**config.mk**
```make
export PLATFORM = sky130hd
export DESIGN_NAME = bounded_edit_distance
export DESIGN_NICKNAME = d
export VERILOG_FILES = /design/src/rtl/bed_pkg.sv /design/src/rtl/bed_ram.sv /design/src/rtl/bed_cell.sv /design/src/rtl/bounded_edit_distance.sv
export SDC_FILE = /design/constraint.sdc
export NUM_CORES = 1
export LEC_CHECK = 0
export BUFFER_PORTS_ARGS = -buffer_cell sky130_fd_sc_hd__buf_2
export CAP_MARGIN = 25
export CORE_ASPECT_RATIO = 0.7
export CORE_UTILIZATION = 63
export DETAILED_ROUTE_END_ITERATION = 8
export PLACE_DENSITY_LB_ADDON = 0.25
export SLEW_MARGIN = 20
export SYNTH_ARGS = -nofsm -noshare
export SYNTH_HDL_FRONTEND = slang
export SYNTH_SLANG_ARGS = --single-unit
```
**constraint.sdc**
```tcl
create_clock -name clk -period 11 [get_ports clk]
set_clock_uncertainty 0.2 [all_clocks]
set_input_delay 3.3 -clock clk [delete_from_list [all_inputs] [get_ports clk]]
set_output_delay 3.3 -clock clk [all_outputs]
set_load 0.01 [all_outputs]
```
**src/rtl/bed_pkg.sv**
```systemverilog
package bed_pkg;

	localparam logic [1:0] REQ_FIRST   = 2'd0;
	localparam logic [1:0] REQ_SECOND  = 2'd1;
	localparam logic [1:0] REQ_COMPUTE = 2'd2;

	localparam logic [4:0] THR_MAX   = 5'd16;
	localparam logic [4:0] THR_RESET = 5'd2;
	localparam int         DIST_SAT  = 31;

	typedef struct packed {
		logic [1:0] req_type;
		logic [7:0] char_code;
	} req_t;

	typedef struct packed {
		logic [4:0] distance;
		logic       over_threshold;
		logic       truncated;
	} rsp_t;

	typedef enum logic [2:0] {
		ST_IDLE     = 3'b001,
		ST_ROWSTART = 3'b010,
		ST_ROW      = 3'b100
	} state_t;

endpackage

```
**src/rtl/bed_ram.sv**
```systemverilog
module bed_ram #(
	parameter int WIDTH = 8,
	parameter int DEPTH = 16
) (
	input  logic                     clk,
	input  logic                     we,
	input  logic [$clog2(DEPTH)-1:0] waddr,
	input  logic [WIDTH-1:0]         wdata,
	input  logic                     re,
	input  logic [$clog2(DEPTH)-1:0] raddr,
	output logic [WIDTH-1:0]         rdata
);

	logic [WIDTH-1:0] mem_q [DEPTH];
	logic [WIDTH-1:0] rdata_q;

	always_ff @(posedge clk) begin
		if (we) begin
			mem_q[waddr] <= wdata;
		end
		if (re) begin
			rdata_q <= mem_q[raddr];
		end
	end

	assign rdata = rdata_q;

endmodule

```
**src/rtl/bed_cell.sv**
```systemverilog
module bed_cell #(
	parameter int VW = 6
) (
	input  logic [VW-1:0] above,
	input  logic [VW-1:0] left,
	input  logic [VW-1:0] diag,
	input  logic [7:0]    ch_a,
	input  logic [7:0]    ch_b,
	output logic [VW-1:0] value
);

	logic [VW-1:0] up_cost;
	logic [VW-1:0] left_cost;
	logic [VW-1:0] diag_cost;
	logic [VW-1:0] low2;

	always_comb begin
		up_cost   = above + VW'(1);
		left_cost = left + VW'(1);
		diag_cost = diag + ((ch_a != ch_b) ? VW'(1) : VW'(0));
		low2      = (up_cost < left_cost) ? up_cost : left_cost;
		value     = (low2 < diag_cost) ? low2 : diag_cost;
	end

endmodule

```
**src/rtl/bounded_edit_distance.sv**
```systemverilog
// Bounded Levenshtein distance between two words of up to MAX_LEN bytes, loaded one
// byte per beat (req_type 0 first word, 1 second word); req_type 2 answers and clears
// both words and the truncated flag. A compute that exits on the length gap or an
// empty word answers at its own accept edge; otherwise the DP walks the first word
// row by row, each row fetching the first-word byte in ST_ROWSTART and then doing one
// read-modify-write of the second-word memory per column in ST_ROW, where the DP row
// sits beside each second-word byte, so the answer is registered after the last row
// and sooner when a row minimum passes the threshold. A compute beat is taken only
// while the result register is empty or draining; loads are taken while a result
// waits. Threshold values above 16 act as 16. No memory clearing pass is needed after
// reset.
module bounded_edit_distance
	import bed_pkg::*;
#(
	parameter int MAX_LEN = 16
) (
	input  logic       clk,
	input  logic       arst_n,
	input  logic       req_valid,
	output logic       req_ready,
	input  req_t       req,
	output logic       rsp_valid,
	input  logic       rsp_ready,
	output rsp_t       rsp,
	input  logic       cfg_valid,
	output logic       cfg_ready,
	input  logic [4:0] cfg_data
);

	localparam int AW = $clog2(MAX_LEN);
	localparam int LW = $clog2(MAX_LEN + 1);
	localparam int VW = ((LW > 5) ? LW : 5) + 1;
	localparam int BW = 8 + LW;

	state_t        state_q;
	logic [4:0]    thr_q;
	logic [LW-1:0] len1_q;
	logic [LW-1:0] len2_q;
	logic          ovf_q;
	logic [LW-1:0] i_q;
	logic [AW-1:0] jx_q;
	logic [VW-1:0] left_q;
	logic [VW-1:0] diag_q;
	logic [VW-1:0] rowmin_q;
	logic          rsp_valid_q;
	rsp_t          rsp_q;

	logic [VW-1:0] t_eff;
	logic [VW-1:0] give_up;
	logic [LW-1:0] gap;
	logic          accept;
	logic          slot_free;

	logic          a_we;
	logic [AW-1:0] a_waddr;
	logic          a_re;
	logic [AW-1:0] a_raddr;
	logic [7:0]    a_rdata;
	logic [LW-1:0] i_minus;

	logic          b_we;
	logic [AW-1:0] b_waddr;
	logic [BW-1:0] b_wdata;
	logic          b_re;
	logic [AW-1:0] b_raddr;
	logic [BW-1:0] b_rdata;
	logic [7:0]    b_ch;
	logic [LW-1:0] b_dp;

	logic [LW-1:0] j_cur;
	logic          last_col;
	logic [VW-1:0] above;
	logic [VW-1:0] cell_v;
	logic [VW-1:0] rowmin_n;

	logic          finish;
	logic [VW-1:0] result;

	assign t_eff     = (thr_q > THR_MAX) ? VW'(THR_MAX) : VW'(thr_q);
	assign give_up   = t_eff + VW'(1);
	assign gap       = (len1_q > len2_q) ? (len1_q - len2_q) : (len2_q - len1_q);
	assign slot_free = !rsp_valid_q || rsp_ready;
	assign req_ready = (state_q == ST_IDLE) && ((req.req_type != REQ_COMPUTE) || slot_free);
	assign accept    = req_valid && req_ready;
	assign cfg_ready = 1'b1;

	assign i_minus = i_q - LW'(1);
	assign j_cur   = LW'(jx_q) + LW'(1);
	assign last_col = (j_cur == len2_q);
	assign b_ch    = b_rdata[BW-1 -: 8];
	assign b_dp    = b_rdata[LW-1:0];
	assign above   = (i_q == LW'(1)) ? VW'(j_cur) : VW'(b_dp);
	assign rowmin_n = (cell_v < rowmin_q) ? cell_v : rowmin_q;

	always_comb begin
		a_we    = accept && (req.req_type == REQ_FIRST) && (len1_q < LW'(MAX_LEN));
		a_waddr = len1_q[AW-1:0];
		a_re    = (state_q == ST_ROWSTART);
		a_raddr = i_minus[AW-1:0];
		b_we    = 1'b0;
		b_waddr = len2_q[AW-1:0];
		b_wdata = {req.char_code, LW'(0)};
		b_re    = 1'b0;
		b_raddr = '0;
		unique case (state_q)
			ST_IDLE: begin
				b_we = accept && (req.req_type == REQ_SECOND) && (len2_q < LW'(MAX_LEN));
			end
			ST_ROWSTART: begin
				b_re = 1'b1;
			end
			ST_ROW: begin
				b_we    = 1'b1;
				b_waddr = jx_q;
				b_wdata = {b_ch, cell_v[LW-1:0]};
				b_re    = !last_col;
				b_raddr = jx_q + AW'(1);
			end
			default: begin
				b_we = 1'b0;
			end
		endcase
	end

	always_comb begin
		finish = 1'b0;
		result = give_up;
		unique case (state_q)
			ST_IDLE: begin
				if (accept && (req.req_type == REQ_COMPUTE)) begin
					if (VW'(gap) > t_eff) begin
						finish = 1'b1;
					end else if (len1_q == '0) begin
						finish = 1'b1;
						result = VW'(len2_q);
					end else if (len2_q == '0) begin
						finish = 1'b1;
					end
				end
			end
			ST_ROW: begin
				if (last_col) begin
					if (rowmin_n > t_eff) begin
						finish = 1'b1;
					end else if (i_q == len1_q) begin
						finish = 1'b1;
						result = cell_v;
					end
				end
			end
			default: begin
				finish = 1'b0;
			end
		endcase
	end

	bed_ram #(
		.WIDTH (8),
		.DEPTH (MAX_LEN)
	) u_first (
		.clk   (clk),
		.we    (a_we),
		.waddr (a_waddr),
		.wdata (req.char_code),
		.re    (a_re),
		.raddr (a_raddr),
		.rdata (a_rdata)
	);

	bed_ram #(
		.WIDTH (BW),
		.DEPTH (MAX_LEN)
	) u_second (
		.clk   (clk),
		.we    (b_we),
		.waddr (b_waddr),
		.wdata (b_wdata),
		.re    (b_re),
		.raddr (b_raddr),
		.rdata (b_rdata)
	);

	bed_cell #(
		.VW (VW)
	) u_cell (
		.above (above),
		.left  (left_q),
		.diag  (diag_q),
		.ch_a  (a_rdata),
		.ch_b  (b_ch),
		.value (cell_v)
	);

	always_ff @(posedge clk or negedge arst_n) begin
		if (!arst_n) begin
			state_q     <= ST_IDLE;
			thr_q       <= THR_RESET;
			len1_q      <= '0;
			len2_q      <= '0;
			ovf_q       <= 1'b0;
			i_q         <= '0;
			jx_q        <= '0;
			rsp_valid_q <= 1'b0;
		end else begin
			if (cfg_valid && cfg_ready) begin
				thr_q <= cfg_data;
			end
			if (rsp_valid_q && rsp_ready) begin
				rsp_valid_q <= 1'b0;
			end
			unique case (state_q)
				ST_IDLE: begin
					if (accept) begin
						case (req.req_type)
							REQ_FIRST: begin
								if (len1_q < LW'(MAX_LEN)) begin
									len1_q <= len1_q + LW'(1);
								end else begin
									ovf_q <= 1'b1;
								end
							end
							REQ_SECOND: begin
								if (len2_q < LW'(MAX_LEN)) begin
									len2_q <= len2_q + LW'(1);
								end else begin
									ovf_q <= 1'b1;
								end
							end
							REQ_COMPUTE: begin
								if (!finish) begin
									i_q     <= LW'(1);
									state_q <= ST_ROWSTART;
								end
							end
							default: begin
								ovf_q <= ovf_q;
							end
						endcase
					end
				end
				ST_ROWSTART: begin
					jx_q    <= '0;
					state_q <= ST_ROW;
				end
				ST_ROW: begin
					if (!last_col) begin
						jx_q <= jx_q + AW'(1);
					end else if (!finish) begin
						i_q     <= i_q + LW'(1);
						state_q <= ST_ROWSTART;
					end
				end
				default: begin
					state_q <= ST_IDLE;
				end
			endcase
			if (finish) begin
				rsp_valid_q <= 1'b1;
				len1_q      <= '0;
				len2_q      <= '0;
				ovf_q       <= 1'b0;
				state_q     <= ST_IDLE;
			end
		end
	end

	always_ff @(posedge clk) begin
		if (state_q == ST_ROWSTART) begin
			left_q   <= VW'(i_q);
			diag_q   <= VW'(i_minus);
			rowmin_q <= give_up;
		end else if (state_q == ST_ROW) begin
			left_q   <= cell_v;
			diag_q   <= above;
			rowmin_q <= rowmin_n;
		end
		if (finish) begin
			rsp_q.distance       <= (result > VW'(DIST_SAT)) ? 5'(DIST_SAT) : result[4:0];
			rsp_q.over_threshold <= (result > t_eff);
			rsp_q.truncated      <= ovf_q;
		end
	end

	assign rsp_valid = rsp_valid_q;
	assign rsp       = rsp_q;

endmodule

```
[Yosys cells after proc, flatten, opt, wreduce, memory -nomap -nowiden]
Memories as Yosys holds them, arrays and structs flattened. A register that Yosys moved wholly into a read port is not among the register bits.
Cells that the tools add are included.
Storage, ports and cells
  bits in registers: 53
  memory bits (writable): 336
  bits of input ports: 20
  output and inout bits: 10
  memories kept: 2
Memory list
  u_second.mem_q: words 16, bits a word 13, rd ports 1, clocked after memory_dff 1, wr ports 1, RTL line bed_ram.sv:14  | logic [WIDTH-1:0] mem_q [DEPTH];
  u_first.mem_q: words 16, bits a word 8, rd ports 1, clocked after memory_dff 1, wr ports 1, RTL line bed_ram.sv:14
Cells by class
  add/sub/neg operators: 12
  $lt $le $gt $ge: 11
  eq/ne operators: 21
  muxes and demuxes: 68
  reduce and logical (&&, ||, !) cells: 31
Operators with widths (number)
  $mux W5: 22
  $mux W6: 11
  $mux W1: 19
  $lt A6 B6 Y1: 3
  $reduce_bool A2 Y1: 9
  $add A5 B1 Y5 const B: 3
  $mux W13: 1
  $add A5 B1 Y6 const B: 2
  $gt A6 B5 Y1: 2
  $mux W3: 4
  $mux W4: 3
  $ne A2 B2 Y1 const B: 6
  $ne A3 B3 Y1 const B: 4
  $pmux W6 S2: 1
  $eq A5 B5 Y1: 2
  $gt A5 B5 Y1: 2
  $logic_not A5 Y1: 2
  $lt A5 B5 Y1 const B: 2
  $pmux W5 S2: 1
  $sub A5 B5 Y5: 2
  $pmux W3 S3: 1
  $logic_and A1 B1 Y1: 8
  $ne A8 B8 Y1: 1
  $pmux W1 S2: 4
  25 further kinds: 28

[Depth between registers and ports, before layout]
  depth after elaboration: 17
  gate-level depth with buffers: 48
  gate-level depth less buffers: 45

[Modules after synthesis]
From an unflattened synthesis, not the netlist that was laid out.
Second synthesis, totals
  cell total of the unflattened synthesis: 1141
  area total of the unflattened synthesis: 18474.0 um^2
Modules (own cells, without submodules)
  bed_ram at u_second: times used 1, cells an instance 355, area an instance 8373.0 um^2, seq. area each 6636.4 um^2
  bed_ram at u_first: times used 1, cells an instance 229, area an instance 5227.5 um^2, seq. area each 4083.9 um^2
  bounded_edit_distance: times used 1, cells an instance 470, area an instance 4132.7 um^2, seq. area each 1438.9 um^2
  bed_cell: times used 1, cells an instance 87, area an instance 740.7 um^2, seq. area each 0.0 um^2

[Least setup slack after synthesis]
OpenSTA, ideal clock, no wires.
  kind: reg-to-reg
  start: register i_q[1]
  end: register rsp_q, in the netlist rsp[1], data pin
  arrival: 9073 ps
  required time: 10536 ps
  path slack: 1464 ps
  cell stages (with the launch flop): 49
  buffers on the path: 3
  cells stage by stage: dfrtp_1 inv_1 ha_1 nor4b_4 buf_6 mux2_2 ha_1 inv_1 a2111oi_2 xnor2_1 ha_1 a21o_1 a221oi_2 o31a_1 buf_2 mux2_2 inv_1 ha_1 (+13 left out) nand2_1 o21ai_1 ha_1 nor2b_1 o21a_1 o21ai_0 a21oi_1 and4bb_2 a31oi_4 or3_1 nand3_1 ha_1 nor2b_1 o21a_1 o21ai_0 nand2b_1 a21oi_1 o21ai_1
On the way
  cells in the longest elaborated chain, start to end: 14
  elaborated cells on any way between the ends: 16
  those cells by class: 1 x add/sub; 5 x order compare; 2 x eq/ne; 8 x mux
Ends and longest elaborated chain
  start: declaration: RTL line bounded_edit_distance.sv:40  | logic [LW-1:0] i_q;
  start signal: assignment: RTL line bounded_edit_distance.sv:249  | i_q <= i_q + LW'(1);
  $eq A5 B1 Y1: RTL line bounded_edit_distance.sv:92  | assign above = (i_q == LW'(1)) ? VW'(j_cur) : VW'(b_dp);
  $mux W5: RTL line bounded_edit_distance.sv:92
  $add A5 B1 Y6: RTL line bed_cell.sv:18  | up_cost = above + VW'(1);
  $lt A6 B6 Y1: RTL line bed_cell.sv:21  | low2 = (up_cost < left_cost) ? up_cost : left_cost;
  $mux W6: RTL line bed_cell.sv:21
  $lt A6 B6 Y1: RTL line bed_cell.sv:22  | value = (low2 < diag_cost) ? low2 : diag_cost;
  $mux W6: RTL line bed_cell.sv:22
  $lt A6 B6 Y1: RTL line bounded_edit_distance.sv:93  | assign rowmin_n = (cell_v < rowmin_q) ? cell_v : rowmin_q;
  $mux W6: RTL line bounded_edit_distance.sv:93
  $gt A6 B5 Y1: RTL line bounded_edit_distance.sv:143  | if (rowmin_n > t_eff) begin
  $mux W6 *: RTL line bounded_edit_distance.sv:143
  $mux W6 *: RTL line bounded_edit_distance.sv:142  | if (last_col) begin
  $pmux W6 S2 *: RTL line bounded_edit_distance.sv:128  | unique case (state_q)
  via result[1]: RTL line bounded_edit_distance.sv:77  | logic [VW-1:0] result;
  $gt A6 B5 Y1 *: RTL line bounded_edit_distance.sv:279  | rsp_q.over_threshold <= (result > t_eff);
  end: declaration: RTL line bounded_edit_distance.sv:46  | rsp_t rsp_q;
The timed path passes the listed nets; every way through them passes the cells marked *.
A chain may end at the register's enable or synchronous reset.

[Worst setup path after layout]
Same ends and word-level chain as after synthesis.

==> key figures <==
Clocking
  • # H-tree levels: 2
  • Clock Latency Late Sink: 0.56 ns
  • Clock-pin slew on the worst setup and hold paths: approximately 0.07 ns
  • # hold bufs at CTS: 0
  • Max clock buf depth: 3
  • CTS Root Cell: clkbuf_16
  • TritonCTS clock tree: done
  • Clk sinks: 410
  • CTS Buf Count: 39

Setup path
  • Critical Path Fanout Max: 8
  • Critical R2R Launch: i_q[1]$_DFFE_PN0P_
  • Setup slack, reg-to-reg: 0.65 ns
  • Depth of the worst register-to-register path: 46
  • Crit end category: flop
  • Most common cell on crit path: ha_1
  • Setup CP Type: reg2reg
  • Critical Path Start Type: flop
  • Worst path required time: 11.10 ns
  • Slowest-stage cell, CP: dfrtp_1
  • Crit-path max cell delay: 0.44 ns
  • Worst EP arrival: between 10 and 15 ns
  • Worst r2r dst: rsp[1]$_DFFE_PN_

STA
  • Fmax achieved: 0.0967 GHz
  • Final Cycle Share: 0.940
  • Final Hold Fails: 0
  • Final TNS setup: 0 ns
  • Final Max Slew Viols: 0
  • Slew HR: 0.296
  • Final setup fails: 0
  • Tmin final: 10.35 ns
  • Slew @ Worst Pin: 1.06 ns

Synth
  • Top cell type by total area after synthesis: edfxtp_1
  • Synth unique cells: 80
  • Synth Area in XOR/XNOR: 0.0213
  • Compound-gate portion of the synthesized area: 0.0786
  • Flops & latches, synth: ~400
  • Largest family of logic cells by synthesized area: multiplexers
  • Ys flop type: edfxtp_1
  • Post-Synth Adder-Cell Area: 0.0387
  • Syn nets: 1291
  • Mux cell area share after synthesis: 0.104
  • Synth Instances: roughly 1200
  • Ys Warns: 0
  • Ys async rst share: 0.0707
  • Synthesized area per cell: approximately 15 um^2
  • Post-synth EDFFs: 380
  • Simple-gate portion of the synthesized area: 0.0772
  • Post-Syn Area: 0.0185 mm^2
  • Synth top area cells: edfxtp_1 (62%), mux4_2 (8.0%), dfrtp_1 (3.7%), ha_1 (3.7%), nor2_1 (1.9%)
  • Post-synthesis sequential area ratio: 0.658
  • Post-synth top area share: 0.617

Global route
  • Vias in the first global route: ~11000
  • Largest net degree at the start of global routing: 53
  • Antenna violations before repair: 0
  • Grt total ovfl: 0
  • GRT Total Usage: 0.289
  • First-pass GRT wire length: 64400 um

Detailed routing
  • Drc violations: 0
  • DR iter-0 viols: 1163
  • Via density per instance: between 6 and 7
  • Drt first pass iters: 7
  • Routed WL: 41700 um
  • Post-route ant nets: 0
  • Per-cell routed wire length: around 25 um
  • Vias: between 10000 and 15000

Final layout
  • Ant diodes: 0
  • Design Area, Final: 0.0205 mm^2
  • Layout area overhead: 11.0%
  • Leading cell type in the layout, fill and taps excluded: edfxtp_1
  • Commonest cells after routing, fill and taps aside: edfxtp_1 (380), nor2_1 (87), nand2_1 (77)
  • Layout cells sized above 1: 0.190
  • Layout net count: 1344

Floorplanning
  • Starting density of the core: 0.640
  • Die area: between 0.03 and 0.04 mm^2
  • # IOs: 30
  • Die H: 145 um
  • Die Width: slightly above 200 um
  • CORE AREA: just under 0.03 mm^2
  • Row count: 52

Run
  • MaxCap Viol Count: 0

Placed design
  • Port buffer count: 28
  • GP Congestion: about 0.9
  • Final HPWL DP: 26500 um
  • DP Area: 0.0191 mm^2

Min path
  • HP Class: reg2reg
  • Hold path cells: 0
  • Worst hold start: ovf_q$_DFFE_PN0P_
  • Hold Path Sink: rsp[0]$_DFFE_PN_

Power
  • Maximum vdd ir drop: 0.000167 V
  • PwrDens: between 200 and 250 mW/mm^2
  • Pleak: 7.06 nW

Outcome
  • Status: complete, no violations
==> how the worst max path moves through the flow <==
| stage | startpoint | end |
|---|---|---|
| 5_1_grt | i_q[1]$_DFFE_PN0P_ | rsp[1]$_DFFE_PN_ |
| 2_1_floorplan | i_q[1]$_DFFE_PN0P_ | rsp[1]$_DFFE_PN_ |
| 3_5_place_dp | i_q[1]$_DFFE_PN0P_ | rsp[1]$_DFFE_PN_ |
| 3_3_place_gp | i_q[1]$_DFFE_PN0P_ | rsp[1]$_DFFE_PN_ |
| 6_report | i_q[1]$_DFFE_PN0P_ | rsp[1]$_DFFE_PN_ |
| 4_1_cts | i_q[1]$_DFFE_PN0P_ | rsp[1]$_DFFE_PN_ |
==> state kept, by name, indices dropped and copies added (netlist names), 5 cells and up <==
name / cells
u_second.mem_q: 208
rowmin_q: 6
u_first.mem_q: 128
diag_q: 5
thr_q: 5
left_q: 6
u_second.rdata: 13
i_q: 5
len2_q: 5
rsp: 7
u_first.rdata: 8
len1_q: 5
==> cell families (layout without fill, tap and decap cells) <==
kind of cell / Yosys count / count (layout)
flip-flops: 410 / 410
AO/OA/AOI/OAI: 199 / 199
multiplexers: 103 / 103
adder cells (fa/ha/maj): 56 / 56
AND/OR/NAND/NOR: 301 / 301
buffers and inverters: 103 / 187
other: 1 / 1
XOR/XNOR: 42 / 42
==> area by class of cell <==
type | count | area [um^2]
clock buffers | 47 | 1010
multi-input cells | 702 | 5960
clock inverters | 25 | 290
flip-flops and latches | 410 | 12200
repair buffers | 68 | 452
inverters | 47 | 176
well taps | 378 | 473
fillers | 1876 | 8370
==> power by group <==
| group | internal, mW | switching [mW] |
|---|---|---|
| Combinational | 0.519 | 0.612 |
| Sequential | 1.77 | 0.0620 |
| Clock | 0.780 | 0.592 |
| Total | 3.07 | 1.27 |
==> layer usage <==
layer	global-route usage	share of wire	vias up
li1	-	-	4861
met1	0.456	0.44	5491
met2	0.424	0.46	543
met3	0.0423	0.078	59
met4	0.0799	0.018	0
met5	0	0	-
==> through the flow <==
step | power (mW) | hold slack (ns) | setup slack, ns | utilization | cells
after detailed placement | 2.96 | 0.250 | 0.415 | 0.663 | 1598
after CTS | 4.33 | 0.265 | 0.373 | 0.708 | 1670
final | 4.34 | 0.267 | 0.655 | 0.710 | 1677
after global routing | 4.51 | 0.289 | -0.0168 | 0.710 | 1677
after global placement | 2.94 | 0.233 | 0.652 | 0.662 | 1597
after floorplan | 2.69 | 0.226 | 1.46 | - | 1215
==> timing repair <==
action,in CTS,in global routing
endpoints found under the setup margin,0,1
resized for setup,0,3
buffers inserted,0,5
==> critical path, delay by kind of cell (launching register included) <==
family	cells	cell delay, ns
multiplexers	3	1.18
XOR/XNOR	1	0.37
adder cells (fa/ha/maj)	7	1.63
flip-flops	1	0.44
buffers and inverters	5	0.70
AO/OA/AOI/OAI	20	3.66
AND/OR/NAND/NOR	10	1.90
==> synth_stat cells, types with 4 or more instances <==
master / number
mux2_2: 15
nand4_1: 11
a21oi_1: 29
ha_1: 54
o211ai_1: 4
a31oi_1: 8
nor2_1: 95
nand3_1: 43
xnor2_1: 23
nor2b_1: 13
nor3_1: 13
o221ai_1: 25
and3_1: 17
and2_1: 8
o21ai_0: 35
mux2i_1: 14
dfrtp_1: 27
buf_1: 9
a2111oi_0: 12
clkbuf_1: 37
a21o_1: 8
edfxtp_1: 380
mux4_2: 66
buf_2: 6
a211oi_1: 27
nand2_1: 78
o21a_1: 10
inv_1: 45
xor2_1: 17
o21ai_1: 4
(Power assumes the default switching activity.)
